File: src/pcw_pkg.sv
package pcw_pkg;

  localparam int PCW_OFFSET_BITS = 32;
  localparam int PCW_TDATA_W     = 104;

  localparam logic [7:0] PNG_MAGIC [8] = '{8'h89, 8'h50, 8'h4E, 8'h47,
                                           8'h0D, 8'h0A, 8'h1A, 8'h0A};

  localparam logic [31:0] TAG_IHDR = 32'h4948_4452;
  localparam logic [31:0] TAG_IDAT = 32'h4944_4154;
  localparam logic [31:0] TAG_IEND = 32'h4945_4E44;

  localparam logic [2:0] KIND_STATUS = 3'd0;
  localparam logic [2:0] KIND_IHDR   = 3'd1;
  localparam logic [2:0] KIND_IDAT   = 3'd2;
  localparam logic [2:0] KIND_IEND   = 3'd3;
  localparam logic [2:0] KIND_OTHER  = 3'd4;

  localparam logic [1:0] ERR_NONE      = 2'd0;
  localparam logic [1:0] ERR_SIGNATURE = 2'd1;
  localparam logic [1:0] ERR_HEADER    = 2'd2;
  localparam logic [1:0] ERR_TRUNCATED = 2'd3;

  typedef struct packed {
    logic [2:0]  chunk_kind;
    logic [31:0] chunk_offset;
    logic [31:0] chunk_length;
    logic [31:0] chunk_crc;
    logic        signature_good;
    logic        header_good;
    logic        image_data_seen;
    logic        end_chunk_seen;
    logic [1:0]  error_code;
    logic        stream_done;
  } pcw_result_t;

  function automatic logic [2:0] kind_of(input logic [31:0] tag);
    logic [2:0] k;
    if (tag == TAG_IHDR) begin
      k = KIND_IHDR;
    end else if (tag == TAG_IDAT) begin
      k = KIND_IDAT;
    end else if (tag == TAG_IEND) begin
      k = KIND_IEND;
    end else begin
      k = KIND_OTHER;
    end
    return k;
  endfunction

endpackage

File: src/png_chunk_walker_core.sv
// Walks a PNG file presented one byte per item on the input stream. The
// eight signature bytes are checked, then each chunk's length, type, data
// and stored CRC are taken in turn; the CRC is reported but not verified.
// One result item follows each chunk's last CRC byte, and the byte marked
// with tlast always gives a final status item, after which the block is
// back at the start of a new file. A bad signature or a first chunk not
// named IHDR halts the walk until the last byte, which reports the error.
// The block takes one byte in every cycle while its skid entry is empty;
// each result is registered into a two-entry output buffer, which lets input
// bytes keep flowing while one result waits to be taken.
module png_chunk_walker_core
  import pcw_pkg::*;
#(
  parameter int OFFSET_BITS = PCW_OFFSET_BITS
) (
  input  logic                   clk,
  input  logic                   rst_n,
  input  logic                   in_tvalid,
  output logic                   in_tready,
  input  logic [7:0]             in_tdata,   // data_byte
  input  logic                   in_tlast,   // end_of_file
  output logic                   out_tvalid,
  input  logic                   out_tready,
  // chunk_offset[31:0], chunk_length[63:32], chunk_crc[95:64],
  // signature_good[96], header_good[97], image_data_seen[98],
  // end_chunk_seen[99], error_code[101:100], zero padding[103:102]
  output logic [PCW_TDATA_W-1:0] out_tdata,
  output logic [2:0]             out_tuser,  // chunk_kind
  output logic                   out_tlast   // stream_done
);

  typedef enum logic [2:0] {
    PH_SIG, PH_LEN, PH_TYPE, PH_DATA, PH_CRC, PH_HALT
  } phase_t;

  phase_t                 phase_r, phase_nxt;
  logic [OFFSET_BITS-1:0] pos_r, pos_nxt;
  logic [OFFSET_BITS-1:0] start_r, start_nxt;
  logic [31:0]            cnt_r, cnt_nxt;
  logic [31:0]            len_r, len_nxt;
  logic [31:0]            type_r, type_nxt;
  logic [31:0]            crc_r, crc_nxt;
  logic                   sig_good_r, sig_good_nxt;
  logic                   hdr_good_r, hdr_good_nxt;
  logic                   idat_r, idat_nxt;
  logic                   iend_r, iend_nxt;
  logic                   pending_r, pending_nxt;
  logic                   mismatch_r, mismatch_nxt;

  logic                   acc;
  logic                   emit;
  pcw_result_t            res;
  pcw_result_t            out_r;
  pcw_result_t            skid_r;
  logic                   out_v_r;
  logic                   skid_v_r;
  logic                   pop;
  logic                   push;

  assign in_tready = !skid_v_r;
  assign acc       = in_tvalid && in_tready;
  assign pop       = out_v_r && out_tready;
  assign push      = acc && emit;

  always_comb begin
    phase_nxt    = phase_r;
    pos_nxt      = pos_r + OFFSET_BITS'(1);
    start_nxt    = start_r;
    cnt_nxt      = cnt_r;
    len_nxt      = len_r;
    type_nxt     = type_r;
    crc_nxt      = crc_r;
    sig_good_nxt = sig_good_r;
    hdr_good_nxt = hdr_good_r;
    idat_nxt     = idat_r;
    iend_nxt     = iend_r;
    pending_nxt  = pending_r;
    mismatch_nxt = mismatch_r;
    emit         = 1'b0;
    res          = '0;

    case (phase_r)
      PH_SIG: begin
        mismatch_nxt = mismatch_r | (in_tdata != PNG_MAGIC[cnt_r[2:0]]);
        cnt_nxt      = cnt_r + 32'd1;
        if (cnt_r[2:0] == 3'd7) begin
          cnt_nxt = '0;
          if (mismatch_nxt) begin
            phase_nxt = PH_HALT;
          end else begin
            sig_good_nxt = 1'b1;
            phase_nxt    = PH_LEN;
          end
        end
      end
      PH_LEN: begin
        if (cnt_r == 32'd0) begin
          start_nxt = pos_r;
        end
        len_nxt = {len_r[23:0], in_tdata};
        cnt_nxt = cnt_r + 32'd1;
        if (cnt_r == 32'd3) begin
          cnt_nxt   = '0;
          phase_nxt = PH_TYPE;
        end
      end
      PH_TYPE: begin
        type_nxt = {type_r[23:0], in_tdata};
        cnt_nxt  = cnt_r + 32'd1;
        if (cnt_r == 32'd3) begin
          cnt_nxt = '0;
          if (pending_r && type_nxt != TAG_IHDR) begin
            phase_nxt = PH_HALT;
          end else begin
            if (pending_r) begin
              hdr_good_nxt = 1'b1;
              pending_nxt  = 1'b0;
            end
            if (len_r == 32'd0) begin
              phase_nxt = PH_CRC;
            end else begin
              cnt_nxt   = len_r;
              phase_nxt = PH_DATA;
            end
          end
        end
      end
      PH_DATA: begin
        cnt_nxt = cnt_r - 32'd1;
        if (cnt_r == 32'd1) begin
          phase_nxt = PH_CRC;
        end
      end
      PH_CRC: begin
        crc_nxt = {crc_r[23:0], in_tdata};
        cnt_nxt = cnt_r + 32'd1;
        if (cnt_r == 32'd3) begin
          cnt_nxt          = '0;
          res.chunk_kind   = kind_of(type_r);
          idat_nxt         = idat_r | (res.chunk_kind == KIND_IDAT);
          iend_nxt         = iend_r | (res.chunk_kind == KIND_IEND);
          res.chunk_offset = 32'(start_r);
          res.chunk_length = len_r;
          res.chunk_crc    = crc_nxt;
          emit             = 1'b1;
          phase_nxt        = PH_LEN;
        end
      end
      default: begin
      end
    endcase

    if (in_tlast) begin
      emit            = 1'b1;
      res.stream_done = 1'b1;
      case (phase_nxt)
        PH_SIG:  res.error_code = ERR_SIGNATURE;
        PH_LEN:  res.error_code = (cnt_nxt == 32'd0) ? ERR_NONE : ERR_TRUNCATED;
        PH_TYPE, PH_DATA, PH_CRC: res.error_code = ERR_TRUNCATED;
        default: res.error_code = sig_good_nxt ? ERR_HEADER : ERR_SIGNATURE;
      endcase
    end

    res.signature_good  = sig_good_nxt;
    res.header_good     = hdr_good_nxt;
    res.image_data_seen = idat_nxt;
    res.end_chunk_seen  = iend_nxt;
  end

  always_ff @(posedge clk) begin
    if (!rst_n) begin
      phase_r    <= PH_SIG;
      pos_r      <= '0;
      start_r    <= '0;
      cnt_r      <= '0;
      len_r      <= '0;
      type_r     <= '0;
      crc_r      <= '0;
      sig_good_r <= 1'b0;
      hdr_good_r <= 1'b0;
      idat_r     <= 1'b0;
      iend_r     <= 1'b0;
      pending_r  <= 1'b1;
      mismatch_r <= 1'b0;
      out_v_r    <= 1'b0;
      skid_v_r   <= 1'b0;
    end else begin
      if (acc) begin
        if (in_tlast) begin
          phase_r    <= PH_SIG;
          pos_r      <= '0;
          start_r    <= '0;
          cnt_r      <= '0;
          len_r      <= '0;
          type_r     <= '0;
          crc_r      <= '0;
          sig_good_r <= 1'b0;
          hdr_good_r <= 1'b0;
          idat_r     <= 1'b0;
          iend_r     <= 1'b0;
          pending_r  <= 1'b1;
          mismatch_r <= 1'b0;
        end else begin
          phase_r    <= phase_nxt;
          pos_r      <= pos_nxt;
          start_r    <= start_nxt;
          cnt_r      <= cnt_nxt;
          len_r      <= len_nxt;
          type_r     <= type_nxt;
          crc_r      <= crc_nxt;
          sig_good_r <= sig_good_nxt;
          hdr_good_r <= hdr_good_nxt;
          idat_r     <= idat_nxt;
          iend_r     <= iend_nxt;
          pending_r  <= pending_nxt;
          mismatch_r <= mismatch_nxt;
        end
      end
      if (!out_v_r || pop) begin
        if (skid_v_r) begin
          out_r    <= skid_r;
          out_v_r  <= 1'b1;
          skid_v_r <= 1'b0;
        end else begin
          out_r   <= res;
          out_v_r <= push;
        end
      end else if (push) begin
        skid_r   <= res;
        skid_v_r <= 1'b1;
      end
    end
  end

  assign out_tvalid = out_v_r;
  assign out_tuser  = out_r.chunk_kind;
  assign out_tlast  = out_r.stream_done;
  assign out_tdata  = {2'b00, out_r.error_code, out_r.end_chunk_seen,
                       out_r.image_data_seen, out_r.header_good,
                       out_r.signature_good, out_r.chunk_crc,
                       out_r.chunk_length, out_r.chunk_offset};

  a_skid_needs_out: assert property (@(posedge clk) disable iff (!rst_n)
    skid_v_r |-> out_v_r)
    else $error("skid entry held without an output entry");

  a_eof_restarts: assert property (@(posedge clk) disable iff (!rst_n)
    (acc && in_tlast) |=> (phase_r == PH_SIG && pos_r == '0 && pending_r))
    else $error("walk did not restart after the last byte");

  a_halt_silent: assert property (@(posedge clk) disable iff (!rst_n)
    (acc && phase_r == PH_HALT && !in_tlast) |-> !emit)
    else $error("result produced while halted");

  a_chunk_needs_header: assert property (@(posedge clk) disable iff (!rst_n)
    (out_v_r && out_r.chunk_kind != KIND_STATUS) |->
      (out_r.signature_good && out_r.header_good))
    else $error("chunk reported before a good signature and header");

endmodule
File: config.mk
export PLATFORM = sky130hd
export DESIGN_NAME = png_chunk_walker_core
export DESIGN_NICKNAME = d
export VERILOG_FILES = /design/src/pcw_pkg.sv /design/src/png_chunk_walker_core.sv
export SDC_FILE = /design/constraint.sdc
export NUM_CORES = 1
export LEC_CHECK = 0
export BUFFER_PORTS_ARGS = -buffer_cell sky130_fd_sc_hd__buf_4
export CELL_PAD_IN_SITES_DETAIL_PLACEMENT = 1
export CELL_PAD_IN_SITES_GLOBAL_PLACEMENT = 2
export CORE_UTILIZATION = 25
export CTS_BUF_LIST = sky130_fd_sc_hd__clkbuf_8
export CTS_CLUSTER_DIAMETER = 50
export DETAILED_ROUTE_END_ITERATION = 6
export GPL_TIMING_DRIVEN = 1
export PLACE_DENSITY_LB_ADDON = 0.12
export SKIP_CTS_REPAIR_TIMING = 1
export SLEW_MARGIN = 40
export SYNTH_ARGS = -nofsm -noshare
export SYNTH_HDL_FRONTEND = slang
export SYNTH_SLANG_ARGS = --single-unit
File: constraint.sdc
create_clock -name clk -period 12.81 [get_ports clk]
set_input_delay 1.281 -clock clk [delete_from_list [all_inputs] [get_ports clk]]
set_output_delay 1.281 -clock clk [all_outputs]
set_load 0.05 [all_outputs]
==> metrics.txt <==
# TYPE chip_impl_metric gauge
chip_impl_info{name="endpoint_kind",value="flop"} 1
chip_impl_metric{name="comb_power_share",unit=""} 0.058
chip_impl_metric{name="cts_inserted_buffers",unit=""} 79
chip_impl_metric{name="fin_worst_skew",unit="ns"} 0.0260
chip_impl_info{name="tritoncts_clock_tree",value="done"} 1
chip_impl_metric{name="synth_enable_flop_cells",unit=""} 212
chip_impl_metric{name="vias",unit=""} 14300
chip_impl_metric{name="synth-async-reset-ratio",unit=""} 0
chip_impl_metric{name="netlist_area",unit="sq um"} 18900
chip_impl_metric{name="power_frac_seq",unit=""} 0.488
chip_impl_metric{name="firstDrtPassIters",unit=""} 5
chip_impl_info{name="cts.root.buffer_cell",value="sky130_fd_sc_hd__clkbuf_8"} 1
chip_impl_info{name="element_type_at_the_critical_path_start",value="flop"} 1
chip_impl_metric{name="postPlaceCellArea",unit="sq um"} 20800
chip_impl_metric{name="num_rows",unit=""} 100
chip_impl_metric{name="finalHoldViolations",unit=""} 0
chip_impl_metric{name="grtUsageMet1",unit=""} 0.219
chip_impl_metric{name="filler_cell_count",unit=""} 8287
chip_impl_info{name="synth_ff_type",value="sky130_fd_sc_hd__edfxtp_1"} 1
chip_impl_metric{name="syn-instance-count",unit=""} 1744
chip_impl_metric{name="area.sequential",unit="sq um"} 10300
chip_impl_metric{name="stdcell_count",unit=""} 2881
chip_impl_metric{name="finalNetCount",unit=""} 1867
chip_impl_info{name="critical_path.cell_chain",value="ha_1 > ha_1 > nor4b_1 > nor3_2 > buf_4 > nand2_1 > nor2_1 > o32ai_1 > nand4b_1 > nor4_4 > a31oi_1"} 1
chip_impl_metric{name="fmax",unit="MHz"} 215
chip_impl_info{name="slowest_stage_cell_on_the_critical_path",value="sky130_fd_sc_hd__o32ai_1"} 1
chip_impl_metric{name="portBuffers",unit=""} 120
chip_impl_metric{name="cpPeakStageDelay",unit="ns"} 0.71
chip_impl_metric{name="drc_errors",unit=""} 0
chip_impl_metric{name="placed_cells_incl_taps",unit=""} 2734
chip_impl_metric{name="post_drt_antenna_nets",unit=""} 0
chip_impl_metric{name="final_period_utilization",unit=""} 0.363
chip_impl_metric{name="ys.warnings.count",unit=""} 0
chip_impl_metric{name="maxCapViolations",unit=""} 0
chip_impl_metric{name="tightest_slew",unit="ns"} 0.823
chip_impl_metric{name="drv_slew",unit=""} 0
chip_impl_metric{name="drt-initial-drc-count",unit=""} 851
chip_impl_metric{name="grt_antenna_before_repair",unit=""} 1
chip_impl_metric{name="grt_start_max_net_pins",unit=""} 93
chip_impl_metric{name="p_leak",unit="nW"} 8.18
chip_impl_info{name="kind_of_cell_adding_the_most_delay_to_the_critical_path",value="simple AND/OR/NAND/NOR gates"} 1
chip_impl_metric{name="dpl.hpwl",unit="mm"} 42.5
chip_impl_metric{name="time_the_final_worst_path_needs_with_i_o_delays_and_setup",unit="ns"} 4.65
chip_impl_metric{name="core_region_area",unit="sq um"} 74600
chip_impl_metric{name="worstSkewPairLatency",unit="ns"} 0.67
chip_impl_metric{name="postRouteWirelength",unit="mm"} 63.2
chip_impl_metric{name="worstPathMaxFanout",unit=""} 13
chip_impl_info{name="crit_top_cell",value="sky130_fd_sc_hd__ha_1"} 1
chip_impl_metric{name="flow.area_growth_from_synthesis",unit="%"} 18.6
chip_impl_metric{name="netSwitchingFraction",unit=""} 0.258
chip_impl_metric{name="ios",unit=""} 123
chip_impl_metric{name="avgViaCountPerCell",unit=""} 4.97
chip_impl_metric{name="max_rail_drop_vdd",unit="mV"} 0.0664
chip_impl_metric{name="post-route-cell-area",unit="sq um"} 22400
chip_impl_metric{name="gr-usage-met2",unit=""} 0.270
chip_impl_metric{name="initial_core_util",unit=""} 0.253
chip_impl_metric{name="multi_input_comb_area",unit="sq um"} 8040
chip_impl_metric{name="grt_pass1_vias",unit=""} 15000
chip_impl_metric{name="crit_buf_inv",unit=""} 1
chip_impl_metric{name="switching_power",unit="W"} 0.000736
chip_impl_info{name="grt_busiest_layer",value="met2"} 1
chip_impl_metric{name="cp.required",unit="ns"} 13.18
chip_impl_metric{name="synth.yosys.seq_area_share",unit=""} 0.544
chip_impl_metric{name="grt_use_total",unit=""} 0.164
chip_impl_metric{name="post_synth_num_cell_types",unit=""} 85
chip_impl_metric{name="power_frac_clock",unit=""} 0.454
chip_impl_metric{name="timing.max_slew.rel_slack",unit=""} 0.449
chip_impl_metric{name="post_synth.cell_area_avg",unit="sq um"} 10.8
chip_impl_info{name="run_status",value="completed"} 1
chip_impl_metric{name="worst_setup_hold_path_clk_slew",unit="ns"} 0.06
chip_impl_metric{name="groute.layer.met3.usage",unit=""} 0.0280
chip_impl_info{name="worst-setup-path-type",value="flop to flop"} 1
chip_impl_metric{name="fin_setup_tns",unit="ns"} 0
chip_impl_metric{name="chipHeight",unit="um"} 277
chip_impl_metric{name="post_route_cells_drive_above_1_share",unit=""} 0.211
chip_impl_metric{name="grt_overflow",unit=""} 0
chip_impl_metric{name="internal_power",unit="W"} 0.00212
chip_impl_metric{name="routabilityCongestion",unit=""} 0.833
chip_impl_metric{name="wl_per_cell",unit="um"} 21.9
chip_impl_metric{name="clockBufferDepth",unit=""} 3
chip_impl_metric{name="synth.ff_latch_count",unit=""} 407
chip_impl_metric{name="setup_violations",unit=""} 0
chip_impl_metric{name="h-tree-depth",unit=""} 3
chip_impl_metric{name="grt_pass1_wl",unit="mm"} 96.8
chip_impl_metric{name="cts.sink_count",unit=""} 407
chip_impl_metric{name="power_density",unit="nW/um^2"} 127
chip_impl_metric{name="worst_ep_arrival_time",unit="ns"} 5.02
chip_impl_info{name="min_path_type",value="flop to flop"} 1
chip_impl_info{name="grt_setup_unrepaired",value="false"} 1
chip_impl_metric{name="die_area",unit="sq um"} 76600
chip_impl_metric{name="die_width",unit="um"} 277
[synth_stat cells, types with 33 or more instances]
cell type	count	area [sq um]
sky130_fd_sc_hd__nand3_1	43	215
sky130_fd_sc_hd__a22oi_1	123	923
sky130_fd_sc_hd__and2_1	111	694
sky130_fd_sc_hd__o21ai_0	61	305
sky130_fd_sc_hd__nor2_1	92	345
sky130_fd_sc_hd__nor3_1	34	170
sky130_fd_sc_hd__nor4_1	33	206
sky130_fd_sc_hd__dfxtp_1	195	3900
sky130_fd_sc_hd__a21oi_1	46	230
sky130_fd_sc_hd__edfxtp_1	212	6370
sky130_fd_sc_hd__clkbuf_1	110	413
sky130_fd_sc_hd__mux2_2	101	1140
sky130_fd_sc_hd__nand2_1	98	368
sky130_fd_sc_hd__nor2b_1	120	751
[worst reg2reg max path, stage by stage, from the launching register on]
cell and delay, ns:
sky130_fd_sc_hd__dfxtp_1 0.54, sky130_fd_sc_hd__ha_1 0.46, sky130_fd_sc_hd__ha_1 0.28, sky130_fd_sc_hd__nor4b_1 0.58, sky130_fd_sc_hd__nor3_2 0.10, sky130_fd_sc_hd__buf_4 0.25
sky130_fd_sc_hd__nand2_1 0.45, sky130_fd_sc_hd__nor2_1 0.16, sky130_fd_sc_hd__o32ai_1 0.71, sky130_fd_sc_hd__nand4b_1 0.28, sky130_fd_sc_hd__nor4_4 0.40, sky130_fd_sc_hd__a31oi_1 0.14
[power by group through the flow]
stage               Clock (W)  Sequential [W]  Combinational (W)
global route          0.00141         0.00139           0.000174
CTS                   0.00135         0.00139           0.000168
finish                0.00130         0.00139           0.000165
detailed placement          0         0.00142           0.000167
floorplan                   0         0.00148          0.0000523
global placement            0         0.00142           0.000166
[per-layer routing]
layer / part of all wire / wire length (um)
met5: 0 / 0
met4: 0.020 / 1260
met3: 0.036 / 2240
met2: 0.48 / 30100
met1: 0.47 / 29500
[state kept, by name, indices dropped and copies added (netlist names), 3 cells and up]
signal     cells
phase_r        3
len_r         32
pos_r         32
out_tdata    102
crc_r         24
type_r        32
cnt_r         32
start_r       32
skid_r       106
out_tuser      3
[cells by family (layout without fill, tap and decap cells)]
logic type,count (synthesis),in the layout,synth area share
AO/OA/AOI/OAI,351,351,0.129
XOR/XNOR,50,50,0.0232
adder cells (fa/ha/maj),8,8,0.00530
buffers and inverters,158,324,0.0340
flip-flops,407,407,0.544
multiplexers,104,104,0.0618
other,1,3,0.000199
AND/OR/NAND/NOR,665,665,0.202
[final timing paths]
path | cells past startpoint | end | start | slack [ns]
setup reg to reg | 11 | out_tdata[101] | cnt_r[0] | 8.16
hold reg to reg | 2 | sig_good_r | sig_good_r | 0.49
setup / recovery | 11 | out_tdata[101] | cnt_r[0] | 8.16
hold / removal | 2 | sig_good_r | sig_good_r | 0.49
[placed cells by master (no fill, tap or decap), types with 44 or more instances in the layout]
| master | instances |
|---|---|
| sky130_fd_sc_hd__buf_4 | 149 |
| sky130_fd_sc_hd__nor2_1 | 92 |
| sky130_fd_sc_hd__a22oi_1 | 123 |
| sky130_fd_sc_hd__mux2_2 | 101 |
| sky130_fd_sc_hd__nand2_1 | 97 |
| sky130_fd_sc_hd__edfxtp_1 | 212 |
| sky130_fd_sc_hd__dfxtp_1 | 195 |
| sky130_fd_sc_hd__o21ai_0 | 61 |
| sky130_fd_sc_hd__and2_1 | 110 |
| sky130_fd_sc_hd__nor2b_1 | 117 |
| sky130_fd_sc_hd__a21oi_1 | 44 |
| sky130_fd_sc_hd__clkbuf_8 | 86 |
| sky130_fd_sc_hd__inv_1 | 59 |
[stage by stage]
stage	total power, W	util	hold WS [ns]	setup slack (ns)
2_1_floorplan	0.00153	-	0.466	2.66
3_3_place_gp	0.00158	0.278	0.480	8.07
3_5_place_dp	0.00159	0.279	0.485	7.95
4_1_cts	0.00291	0.300	0.498	7.92
5_1_grt	0.00298	0.300	0.522	7.86
6_report	0.00285	0.300	0.492	8.16
[final cells by class]
class / instances / area share
Antenna cell: 1 / 0.000112
Clock buffer: 86 / 0.0529
Clock inverter: 60 / 0.0168
Inverter: 24 / 0.00414
Multi-Input combinational cell: 1180 / 0.359
Sequential cell: 407 / 0.459
Tap cell: 969 / 0.0542
Timing Repair Buffer: 154 / 0.0538
(Power assumes the default switching activity.)
